File: src/rtl/core/mep_pkg.sv
// Shared types, constants and codes for the Mandelbrot escape-time pixel block.
// No dependencies; imported by every module under rtl/core.
package mep_pkg;

   // Fixed-point and image geometry
   localparam int IMAGE_WIDTH = 1024;
   localparam int FRAC_BITS   = 28;
   localparam int COORD_W     = 10;
   localparam int COUNT_W     = 16;
   localparam int MUL_W       = 33;
   localparam int PROD_W      = 64;

   // Register file
   localparam int CSR_IDX_W = 3;
   localparam logic [CSR_IDX_W-1:0] CSR_MAX_ITER   = 3'd0;
   localparam logic [CSR_IDX_W-1:0] CSR_PIXEL_STEP = 3'd1;
   localparam logic [CSR_IDX_W-1:0] CSR_OFFSET_RE  = 3'd2;
   localparam logic [CSR_IDX_W-1:0] CSR_OFFSET_IM  = 3'd3;
   localparam logic [CSR_IDX_W-1:0] CSR_COLOR_GAIN = 3'd4;

   typedef struct packed {
      logic [COORD_W-1:0] pixel_x;
      logic [COORD_W-1:0] pixel_y;
   } req_type;

   typedef struct packed {
      logic [COORD_W-1:0] out_x;
      logic [COORD_W-1:0] out_y;
      logic [COUNT_W-1:0] escape_count;
      logic [31:0]        pixel_value;
   } rsp_type;

   typedef struct packed {
      logic [COUNT_W-1:0] max_iterations;
      logic [30:0]        pixel_step;
      logic signed [31:0] offset_real;
      logic signed [31:0] offset_imag;
      logic [31:0]        color_gain;
   } cfg_type;

   // Operand selection for the shared multiplier
   typedef enum logic [2:0] {
      OP_MAP_RE,
      OP_MAP_IM,
      OP_RR,
      OP_II,
      OP_RI,
      OP_COLOR
   } mul_op_type;

   typedef enum logic [3:0] {
      S_IDLE,
      S_MAP_RE,
      S_MAP_IM,
      S_MAP_DONE,
      S_START,
      S_UPDATE,
      S_SQ_R,
      S_SQ_I,
      S_ESCAPE,
      S_COLOR_MUL,
      S_COLOR_OUT
   } state_type;

   // Sequencer to datapath
   typedef struct packed {
      mul_op_type op;
      logic       take_req;
      logic       load_cr;
      logic       load_ci;
      logic       load_z;
      logic       load_sq_r;
      logic       load_sq_i;
      logic       inc_iter;
      logic       count_zero;
      logic       count_iter;
      logic       load_rsp;
   } ctrl_type;

   // Datapath to sequencer
   typedef struct packed {
      logic max_zero;
      logic iter_last;
      logic escaped;
      logic rsp_free;
   } stat_type;

endpackage

File: src/rtl/core/mep_csr.sv
// Configuration register file of the escape-time block.
// Depends on mep_pkg for the register codes and cfg_type.
module mep_csr
   import mep_pkg::*;
(
   input  logic                 clock,
   input  logic                 reset,
   input  logic                 csr_valid,
   output logic                 csr_ready,
   input  logic [CSR_IDX_W-1:0] csr_index,
   input  logic [31:0]          csr_data,
   output cfg_type              cfg
);

   cfg_type cfg_ff, cfg_in;

   // Writes are always accepted
   assign csr_ready = 1'b1;
   assign cfg       = cfg_ff;

   always_comb begin
      cfg_in = cfg_ff;
      if (csr_valid) begin
         case (csr_index)
            CSR_MAX_ITER:   cfg_in.max_iterations = csr_data[COUNT_W-1:0];
            CSR_PIXEL_STEP: cfg_in.pixel_step     = csr_data[30:0];
            CSR_OFFSET_RE:  cfg_in.offset_real    = $signed(csr_data);
            CSR_OFFSET_IM:  cfg_in.offset_imag    = $signed(csr_data);
            CSR_COLOR_GAIN: cfg_in.color_gain     = csr_data;
            default:        cfg_in = cfg_ff;
         endcase
      end
   end

   always_ff @(posedge clock) begin
      if (reset) begin
         cfg_ff.max_iterations <= 16'd50;
         cfg_ff.pixel_step     <= 31'd1048576;
         cfg_ff.offset_real    <= '0;
         cfg_ff.offset_imag    <= '0;
         cfg_ff.color_gain     <= 32'd1;
      end else begin
         cfg_ff <= cfg_in;
      end
   end

endmodule

File: src/rtl/core/mep_mul.sv
// Shared signed multiplier with a registered product.
// Depends on mep_pkg for operand and product widths.
module mep_mul
   import mep_pkg::*;
(
   input  logic                     clock,
   input  logic signed [MUL_W-1:0]  op_a,
   input  logic signed [MUL_W-1:0]  op_b,
   output logic signed [PROD_W-1:0] prod
);

   logic signed [2*MUL_W-1:0] full;
   logic signed [PROD_W-1:0]  prod_ff, prod_in;

   // Every use fits in 64 bits; the color product only keeps its low word
   assign full    = op_a * op_b;
   assign prod_in = full[PROD_W-1:0];
   assign prod    = prod_ff;

   always_ff @(posedge clock) begin
      prod_ff <= prod_in;
   end

endmodule

File: src/rtl/core/mep_seq.sv
// Sequencer: steps mapping, the z = z^2 + c loop and the color product
// through the shared multiplier. Depends on mep_pkg (state_type, ctrl/stat).
module mep_seq
   import mep_pkg::*;
(
   input  logic     clock,
   input  logic     reset,
   input  logic     req_valid,
   output logic     req_ready,
   input  stat_type stat,
   output ctrl_type ctrl
);

   state_type state_ff, state_in;

   // Next state
   always_comb begin
      state_in = state_ff;
      case (state_ff)
         S_IDLE:      if (req_valid) state_in = S_MAP_RE;
         S_MAP_RE:    state_in = S_MAP_IM;
         S_MAP_IM:    state_in = S_MAP_DONE;
         S_MAP_DONE:  state_in = S_START;
         S_START:     state_in = stat.max_zero ? S_COLOR_MUL : S_UPDATE;
         S_UPDATE:    state_in = S_SQ_R;
         S_SQ_R:      state_in = S_SQ_I;
         S_SQ_I:      state_in = S_ESCAPE;
         S_ESCAPE: begin
            if (stat.escaped || stat.iter_last) state_in = S_COLOR_MUL;
            else                                state_in = S_UPDATE;
         end
         S_COLOR_MUL: state_in = S_COLOR_OUT;
         S_COLOR_OUT: if (stat.rsp_free) state_in = S_IDLE;
         default:     state_in = S_IDLE;
      endcase
   end

   // Outputs
   always_comb begin
      ctrl      = '0;
      ctrl.op   = OP_RI;
      req_ready = 1'b0;
      case (state_ff)
         S_IDLE: begin
            req_ready     = 1'b1;
            ctrl.take_req = req_valid;
         end
         S_MAP_RE: ctrl.op = OP_MAP_RE;
         S_MAP_IM: begin
            ctrl.op      = OP_MAP_IM;
            ctrl.load_cr = 1'b1;
         end
         S_MAP_DONE: ctrl.load_ci = 1'b1;
         S_START: begin
            ctrl.op         = OP_RI;
            ctrl.count_zero = stat.max_zero;
         end
         S_UPDATE: ctrl.load_z = 1'b1;
         S_SQ_R:   ctrl.op     = OP_RR;
         S_SQ_I: begin
            ctrl.op        = OP_II;
            ctrl.load_sq_r = 1'b1;
         end
         S_ESCAPE: begin
            // cross product of the new z is issued whether or not the loop ends
            ctrl.op         = OP_RI;
            ctrl.load_sq_i  = 1'b1;
            ctrl.count_iter = stat.escaped;
            ctrl.count_zero = !stat.escaped && stat.iter_last;
            ctrl.inc_iter   = !stat.escaped && !stat.iter_last;
         end
         S_COLOR_MUL: ctrl.op = OP_COLOR;
         S_COLOR_OUT: begin
            // keep the color product in the multiplier while the output is busy
            ctrl.op       = OP_COLOR;
            ctrl.load_rsp = stat.rsp_free;
         end
         default: ctrl = '0;
      endcase
   end

   always_ff @(posedge clock) begin
      if (reset) begin
         state_ff <= S_IDLE;
      end else begin
         state_ff <= state_in;
      end
   end

endmodule

File: src/rtl/core/mep_dpath.sv
// Datapath: plane point, z and square registers, iteration counter,
// multiplier operand select and the result register.
// Depends on mep_pkg and instantiates mep_mul.
module mep_dpath
   import mep_pkg::*;
(
   input  logic     clock,
   input  logic     reset,
   input  req_type  req_payload,
   output logic     rsp_valid,
   input  logic     rsp_ready,
   output rsp_type  rsp_payload,
   input  cfg_type  cfg,
   input  ctrl_type ctrl,
   output stat_type stat
);

   localparam logic             HAS_LIMIT = (2 * FRAC_BITS + 2) < 64;
   localparam logic [63:0]      ESC_LIMIT = HAS_LIMIT ? (64'd4 << (2 * FRAC_BITS)) : 64'd0;
   localparam logic signed [MUL_W-1:0] HALF_W = MUL_W'(IMAGE_WIDTH / 2);

   function automatic logic signed [31:0] sat32(input logic signed [63:0] v);
      if (v > 64'sd2147483647)       sat32 = 32'sh7FFFFFFF;
      else if (v < -64'sd2147483648) sat32 = 32'sh80000000;
      else                           sat32 = v[31:0];
   endfunction

   logic [COORD_W-1:0]      x_ff, y_ff;
   logic signed [31:0]      cr_ff, ci_ff, zr_ff, zi_ff;
   logic signed [PROD_W-1:0] sq_r_ff, sq_i_ff;
   logic [COUNT_W-1:0]      iter_ff, count_ff;
   rsp_type                 rsp_ff;
   logic                    rsp_valid_ff;

   logic signed [MUL_W-1:0]  op_a, op_b;
   logic signed [PROD_W-1:0] prod;
   logic signed [PROD_W-1:0] diff, re_sum, im_sum, map_re, map_im;
   logic [63:0]              mag;
   logic [19:0]              count12;

   // Count times twelve as two shifted copies
   assign count12 = (20'(count_ff) << 3) + (20'(count_ff) << 2);

   // Operand select for the shared multiplier
   always_comb begin
      op_a = '0;
      op_b = '0;
      case (ctrl.op)
         OP_MAP_RE: begin
            op_a = $signed({{(MUL_W-COORD_W){1'b0}}, x_ff}) - HALF_W;
            op_b = $signed({2'b00, cfg.pixel_step});
         end
         OP_MAP_IM: begin
            op_a = $signed({{(MUL_W-COORD_W){1'b0}}, y_ff}) - HALF_W;
            op_b = $signed({2'b00, cfg.pixel_step});
         end
         OP_RR: begin
            op_a = MUL_W'(zr_ff);
            op_b = MUL_W'(zr_ff);
         end
         OP_II: begin
            op_a = MUL_W'(zi_ff);
            op_b = MUL_W'(zi_ff);
         end
         OP_RI: begin
            op_a = MUL_W'(zr_ff);
            op_b = MUL_W'(zi_ff);
         end
         OP_COLOR: begin
            op_a = $signed({1'b0, cfg.color_gain});
            op_b = $signed({13'd0, count12});
         end
         default: begin
            op_a = '0;
            op_b = '0;
         end
      endcase
   end

   mep_mul u_mul (
      .clock (clock),
      .op_a  (op_a),
      .op_b  (op_b),
      .prod  (prod)
   );

   // Point mapping: exact product plus offset, then saturate
   assign map_re = prod + PROD_W'(cfg.offset_real);
   assign map_im = prod + PROD_W'(cfg.offset_imag);

   // z update: prod holds zr*zi here
   assign diff   = sq_r_ff - sq_i_ff;
   assign re_sum = (diff >>> FRAC_BITS) + PROD_W'(cr_ff);
   assign im_sum = (prod >>> (FRAC_BITS - 1)) + PROD_W'(ci_ff);

   // Escape test: prod holds zi^2 of the new z here
   assign mag = 64'(sq_r_ff) + 64'(prod);

   assign stat.max_zero  = (cfg.max_iterations == '0);
   assign stat.iter_last = ((iter_ff + 16'd1) == cfg.max_iterations);
   assign stat.escaped   = HAS_LIMIT && (mag > ESC_LIMIT);
   assign stat.rsp_free  = !rsp_valid_ff || rsp_ready;

   // Working registers
   always_ff @(posedge clock) begin
      if (ctrl.take_req) begin
         x_ff <= req_payload.pixel_x;
         y_ff <= req_payload.pixel_y;
      end
      if (ctrl.load_cr) cr_ff <= sat32(map_re);
      if (ctrl.load_ci) begin
         ci_ff   <= sat32(map_im);
         zr_ff   <= '0;
         zi_ff   <= '0;
         sq_r_ff <= '0;
         sq_i_ff <= '0;
         iter_ff <= '0;
      end
      if (ctrl.load_z) begin
         zr_ff <= sat32(re_sum);
         zi_ff <= sat32(im_sum);
      end
      if (ctrl.load_sq_r) sq_r_ff <= prod;
      if (ctrl.load_sq_i) sq_i_ff <= prod;
      if (ctrl.inc_iter)   iter_ff  <= iter_ff + 16'd1;
      if (ctrl.count_zero) count_ff <= '0;
      if (ctrl.count_iter) count_ff <= iter_ff;
      if (ctrl.load_rsp) begin
         rsp_ff.out_x        <= x_ff;
         rsp_ff.out_y        <= y_ff;
         rsp_ff.escape_count <= count_ff;
         rsp_ff.pixel_value  <= prod[31:0];
      end
   end

   // Result valid flag
   always_ff @(posedge clock) begin
      if (reset) begin
         rsp_valid_ff <= 1'b0;
      end else if (ctrl.load_rsp) begin
         rsp_valid_ff <= 1'b1;
      end else if (rsp_ready) begin
         rsp_valid_ff <= 1'b0;
      end
   end

   assign rsp_valid   = rsp_valid_ff;
   assign rsp_payload = rsp_ff;

endmodule

File: src/rtl/core/mandelbrot_escape_pixel.sv
// Mandelbrot escape-time pixel evaluator, top level.
// Per pixel: mapping, k iterations of z = z^2 + c (k = escape count + 1, or the limit;
// 0 for a zero limit) and the color product; each iteration runs update, zr^2, zi^2
// and escape test on the one shared 33x33 multiplier. A new pixel is taken only after
// the last result is loaded; a finished result may wait in the output register while
// the next pixel is taken. Sync reset restores defaults.
module mandelbrot_escape_pixel
   import mep_pkg::*;
(
   input  logic                 clock,
   input  logic                 reset,
   input  logic                 req_valid,
   output logic                 req_ready,
   input  req_type              req_payload,
   output logic                 rsp_valid,
   input  logic                 rsp_ready,
   output rsp_type              rsp_payload,
   input  logic                 csr_valid,
   output logic                 csr_ready,
   input  logic [CSR_IDX_W-1:0] csr_index,
   input  logic [31:0]          csr_data
);

   cfg_type  cfg;
   ctrl_type ctrl;
   stat_type stat;

   mep_csr u_csr (
      .clock     (clock),
      .reset     (reset),
      .csr_valid (csr_valid),
      .csr_ready (csr_ready),
      .csr_index (csr_index),
      .csr_data  (csr_data),
      .cfg       (cfg)
   );

   mep_seq u_seq (
      .clock     (clock),
      .reset     (reset),
      .req_valid (req_valid),
      .req_ready (req_ready),
      .stat      (stat),
      .ctrl      (ctrl)
   );

   mep_dpath u_dpath (
      .clock       (clock),
      .reset       (reset),
      .req_payload (req_payload),
      .rsp_valid   (rsp_valid),
      .rsp_ready   (rsp_ready),
      .rsp_payload (rsp_payload),
      .cfg         (cfg),
      .ctrl        (ctrl),
      .stat        (stat)
   );

endmodule

File: config.mk
export PLATFORM = sky130hd
export DESIGN_NAME = mandelbrot_escape_pixel
export DESIGN_NICKNAME = d
export VERILOG_FILES = /design/src/rtl/core/mep_pkg.sv /design/src/rtl/core/mep_csr.sv /design/src/rtl/core/mep_mul.sv /design/src/rtl/core/mep_seq.sv /design/src/rtl/core/mep_dpath.sv /design/src/rtl/core/mandelbrot_escape_pixel.sv
export SDC_FILE = /design/constraint.sdc
export NUM_CORES = 2
export LEC_CHECK = 0
export BUFFER_PORTS_ARGS = -buffer_cell sky130_fd_sc_hd__buf_2
export CORE_UTILIZATION = 58
export CTS_CLUSTER_SIZE = 8
export DETAILED_ROUTE_END_ITERATION = 10
export GPL_TIMING_DRIVEN = 0
export PLACE_DENSITY = 0.77
export SYNTH_ARGS = -nofsm -noshare
export SYNTH_HDL_FRONTEND = slang
export SYNTH_SLANG_ARGS = --single-unit
File: constraint.sdc
create_clock -name clock -period 10.01 [get_ports clock]
set_input_delay 2.002 -clock clock [delete_from_list [all_inputs] [get_ports clock]]
set_output_delay 2.002 -clock clock [all_outputs]
set_load 0.05 [all_outputs]
==> load_flow_metrics.sql <==
INSERT INTO impl_metrics (metric_group, metric, value, unit) VALUES
('floorplanning', 'die_y', '373', 'µm'),
('floorplanning', 'num_io_pins', '131', ''),
('floorplanning', 'die-width', '373', 'µm'),
('clocking', 'clock_insertion_delay_at_the_later_pin_of_the_skew_report', '0.73', 'ns'),
('floorplanning', 'design.die.area', '139000', 'µm²'),
('global_routing', 'globalRouteOverflowTotal', '0', ''),
('floorplanning', 'floorplan.initialDensity', '58.7', '%'),
('clocking', 'clock_tree_from_tritoncts', 'built', ''),
('cells_and_area', 'utilization', '65.1', '%'),
('critical_path', 'timing.rr.start', 'u_dpath.count_ff[0]', ''),
('outcome', 'status', 'finished, violations left', ''),
('route', 'drt_first_iter_violations', '8866', ''),
('job', 'cap_violations', '2', ''),
('cells_and_area', 'syn_to_final_growth', '10.9', '%'),
('timing', 'maxClockFrequency', '0.0936', 'GHz'),
('critical_path', 'reg2regPathDepth', '42', ''),
('timing', 'unrepaired_setup_endpoints_after_global_routing', 'yes', ''),
('timing', 'report.final.slew_viol_count', '11', ''),
('yosys', 'mapped_cells', '9084', ''),
('critical_path', 'setup.reg_to_reg.worst_slack', '-0.67', 'ns'),
('placed_design', 'dp_hpwl', '251000', 'µm'),
('global_routing', 'antenna_found_initial', '35', ''),
('clocking', 'cts_num_sinks', '588', ''),
('placed_design', 'number_of_i_o_port_buffers', '129', ''),
('global_routing', 'grt_max_degree', '65', ''),
('yosys', 'ys_async_rst_share', '0', '%'),
('min_path', 'end_of_the_worst_hold_path', 'u_csr.cfg[18]', ''),
('outcome', 'failed_checks', 'capacitance limit, slew limit, setup timing', ''),
('floorplanning', 'placeableCoreArea', '136000', 'µm²'),
('yosys', 'synthDistinctLibCells', '105', ''),
('yosys', 'fraction_of_the_yosys_area_taken_by_sequential_cells', '19.5', '%'),
('cells_and_area', 'layout.nets', '11200', ''),
('clocking', 'cts.clk_slew.worst_paths', '0.05', 'ns'),
('critical_path', 'timing.critical_path.required', '10.60', 'ns'),
('timing', 'timing.final.crit_share', '107', '%'),
('clocking', 'clock_tree.root_cell', 'sky130_fd_sc_hd__clkbuf_16', ''),
('yosys', 'count_of_flip_flops_with_a_built_in_enable_after_synthesis', '376', ''),
('critical_path', 'critical_path_arrival', '11.27', 'ns'),
('placed_design', 'gp_congestion', '1.08', ''),
('clocking', 'clockBufferDepth', '3', ''),
('cells_and_area', 'final_layout_size_suffix_gt1_share', '9.02', '%'),
('timing', 'tightest_slew', '1.50', 'ns'),
('critical_path', 'crit_path_max_incr_delay', '0.63', 'ns'),
('critical_path', 'critical_path_end_type', 'flip-flop', ''),
('cells_and_area', 'layout_commonest_cell', 'sky130_fd_sc_hd__inv_1', ''),
('global_routing', 'first_global_vias', '69400', ''),
('yosys', 'synth.ff_latch_count', '588', ''),
('yosys', 'synth.area.top_cells', 'sky130_fd_sc_hd__fa_1 28%, sky130_fd_sc_hd__edfxtp_1 14%, sky130_fd_sc_hd__ha_1 8.7%', ''),
('route', 'viasPerCell', '6.32', ''),
('route', 'routed_wire_length_per_instance', '27.4', 'µm'),
('route', 'wirelength', '309000', 'µm'),
('timing', 'fin_crit', '10.68', 'ns'),
('critical_path', 'crit_fanout', '10', ''),
('yosys', 'synth.largest_area_cell', 'sky130_fd_sc_hd__fa_1', ''),
('cells_and_area', 'n_fill_cell', '11300', ''),
('min_path', 'hold_path_class', 'reg -> reg', ''),
('critical_path', 'timing.setup.critical_path_class', 'reg -> reg', ''),
('timing', 'final.setup.worst_slack', '-0.672', 'ns'),
('yosys', 'postSynthAreaPerCell', '8.77', 'µm²'),
('min_path', 'min_path_cells', '2', ''),
('timing', 'headroom_to_the_max_slew_limit', '-0.986', '%'),
('yosys', 'synth-warning-count', '0', ''),
('route', 'detail_route.first_pass.iterations', '9', ''),
('timing', 'worst_clock_skew', '0.0668', 'ns'),
('yosys', 'synth_top_cell_area_share', '28.4', '%'),
('timing', 'setup-violations-final', '26', ''),
('timing', 'final.hold.worst_slack', '0.454', 'ns'),
('cells_and_area', 'mostFrequentLayoutCells', '1407 x sky130_fd_sc_hd__inv_1, 1234 x sky130_fd_sc_hd__nand2_1, 1114 x sky130_fd_sc_hd__fa_1, 761 x sky130_fd_sc_hd__nor2_1, 539 x sky130_fd_sc_hd__a21oi_1', ''),
('yosys', 'synth_top_flop_cell', 'sky130_fd_sc_hd__edfxtp_1', ''),
('timing', 'hold_viol', '0', ''),
('route', 'drcViolationCount', '0', '');
==> flip-flops by register name, indices dropped and copies added, names as in the netlist <==
name and count:
u_csr.cfg 143, u_dpath.ci_ff 32, u_dpath.count_ff 16, u_dpath.cr_ff 32, u_dpath.iter_ff 16, u_dpath.rsp_payload 68
u_dpath.rsp_valid 1, u_dpath.sq_i_ff 64, u_dpath.sq_r_ff 64, u_dpath.u_mul.prod 64, u_dpath.x_ff 10, u_dpath.y_ff 10
u_dpath.zi_ff 32, u_dpath.zr_ff 32, u_seq.state_ff 4
==> Yosys cell counts (all sizes together), types with 14 or more instances <==
master,n
a2111oi,25
a211o,21
a211oi,59
a21boi,18
a21o,226
a21oi,571
a221o,24
a221oi,30
a22oi,49
a31o,37
a31oi,36
and2,112
and3,138
and4,15
buf,43
clkbuf,398
dfxtp,212
edfxtp,376
fa,1131
ha,553
inv,1431
nand2,1248
nand2b,57
nand3,119
nand4,83
nor2,768
nor2b,50
nor3,97
nor4,34
o2111ai,31
o211ai,49
o21a,72
o21ai,240
o21bai,61
o311ai,42
o31ai,28
or2,25
or3,30
or4,14
xnor2,225
xor2,112
==> cell families after synthesis <==
kind of cell	after synthesis	share of synthesized area (%)
AO/OA/AOI/OAI	1746	14.7
buffers and inverters	1872	8.90
adder cells (fa/ha/maj)	1684	37.1
XOR/XNOR	337	3.70
flip-flops	588	19.5
multiplexers	16	0.214
AND/OR/NAND/NOR	2840	15.8
other	1	0.00471
==> routing by layer <==
layer	global-route usage (%)	part of all wire (%)
met2	63.1	41
met4	21.9	5.8
met3	16.4	14
met1	58.8	38
met5	0	0.056
==> layout make-up <==
class,count,area [µm²],area share (%)
buffer,422,2190,2.48
clock inverter,10,215,0.243
inverter,1431,5380,6.08
multi-input combinational,6624,58500,66.2
sequential,588,15500,17.6
tap,1781,2230,2.52
antenna,17,42.5,0.0481
clock buffer,149,2400,2.71
timing repair buffer,261,1900,2.15
==> how the worst max path moves through the flow <==
stage                             start                endpoint  slack, ns
global placement      u_seq.state_ff[1]  u_dpath.u_mul.prod[60]      -4.78
CTS                 u_dpath.count_ff[1]  u_dpath.u_mul.prod[45]      -0.51
detailed placement    u_seq.state_ff[2]  u_dpath.u_mul.prod[45]      -3.44
floorplan           u_dpath.count_ff[1]  u_dpath.u_mul.prod[63]      -0.04
finish              u_dpath.count_ff[0]  u_dpath.u_mul.prod[59]      -0.67
global route        u_dpath.count_ff[0]  u_dpath.u_mul.prod[63]      -0.91
==> per-stage QoR <==
step | setup TNS (ns) | worst slack, ns | instances | cell area [µm²]
finish | -10.46 | -0.672 | 11300 | 88400
detailed placement | -92.77 | -3.44 | 11000 | 82900
CTS | -5.58 | -0.507 | 11200 | 87600
floorplan | -0.0397 | -0.0397 | 9084 | 79700
global placement | -136.08 | -4.78 | 11000 | 82600
global route | -16.44 | -0.913 | 11300 | 88400
==> worst max-delay path: cells and delay by family, from the launching register on <==
| family | cells | cell delay (ns) |
|---|---|---|
| compound gates | 17 | 3.15 |
| xor+xnor | 1 | 0.19 |
| fa+ha+maj | 11 | 5.16 |
| buf+inv | 10 | 1.17 |
| flops | 1 | 0.47 |
| simple gates | 3 | 0.41 |
==> what timing repair did <==
item                       4_1_cts  5_1_grt
gates resized for setup        418      142
hold buffers                     0        0
setup endpoints to repair       46       35
pin swaps                       86       96
setup buffers                   70       38
Power is not shown: default switching activity piles up to over one toggle a cycle in this logic, so the estimate is an artifact.
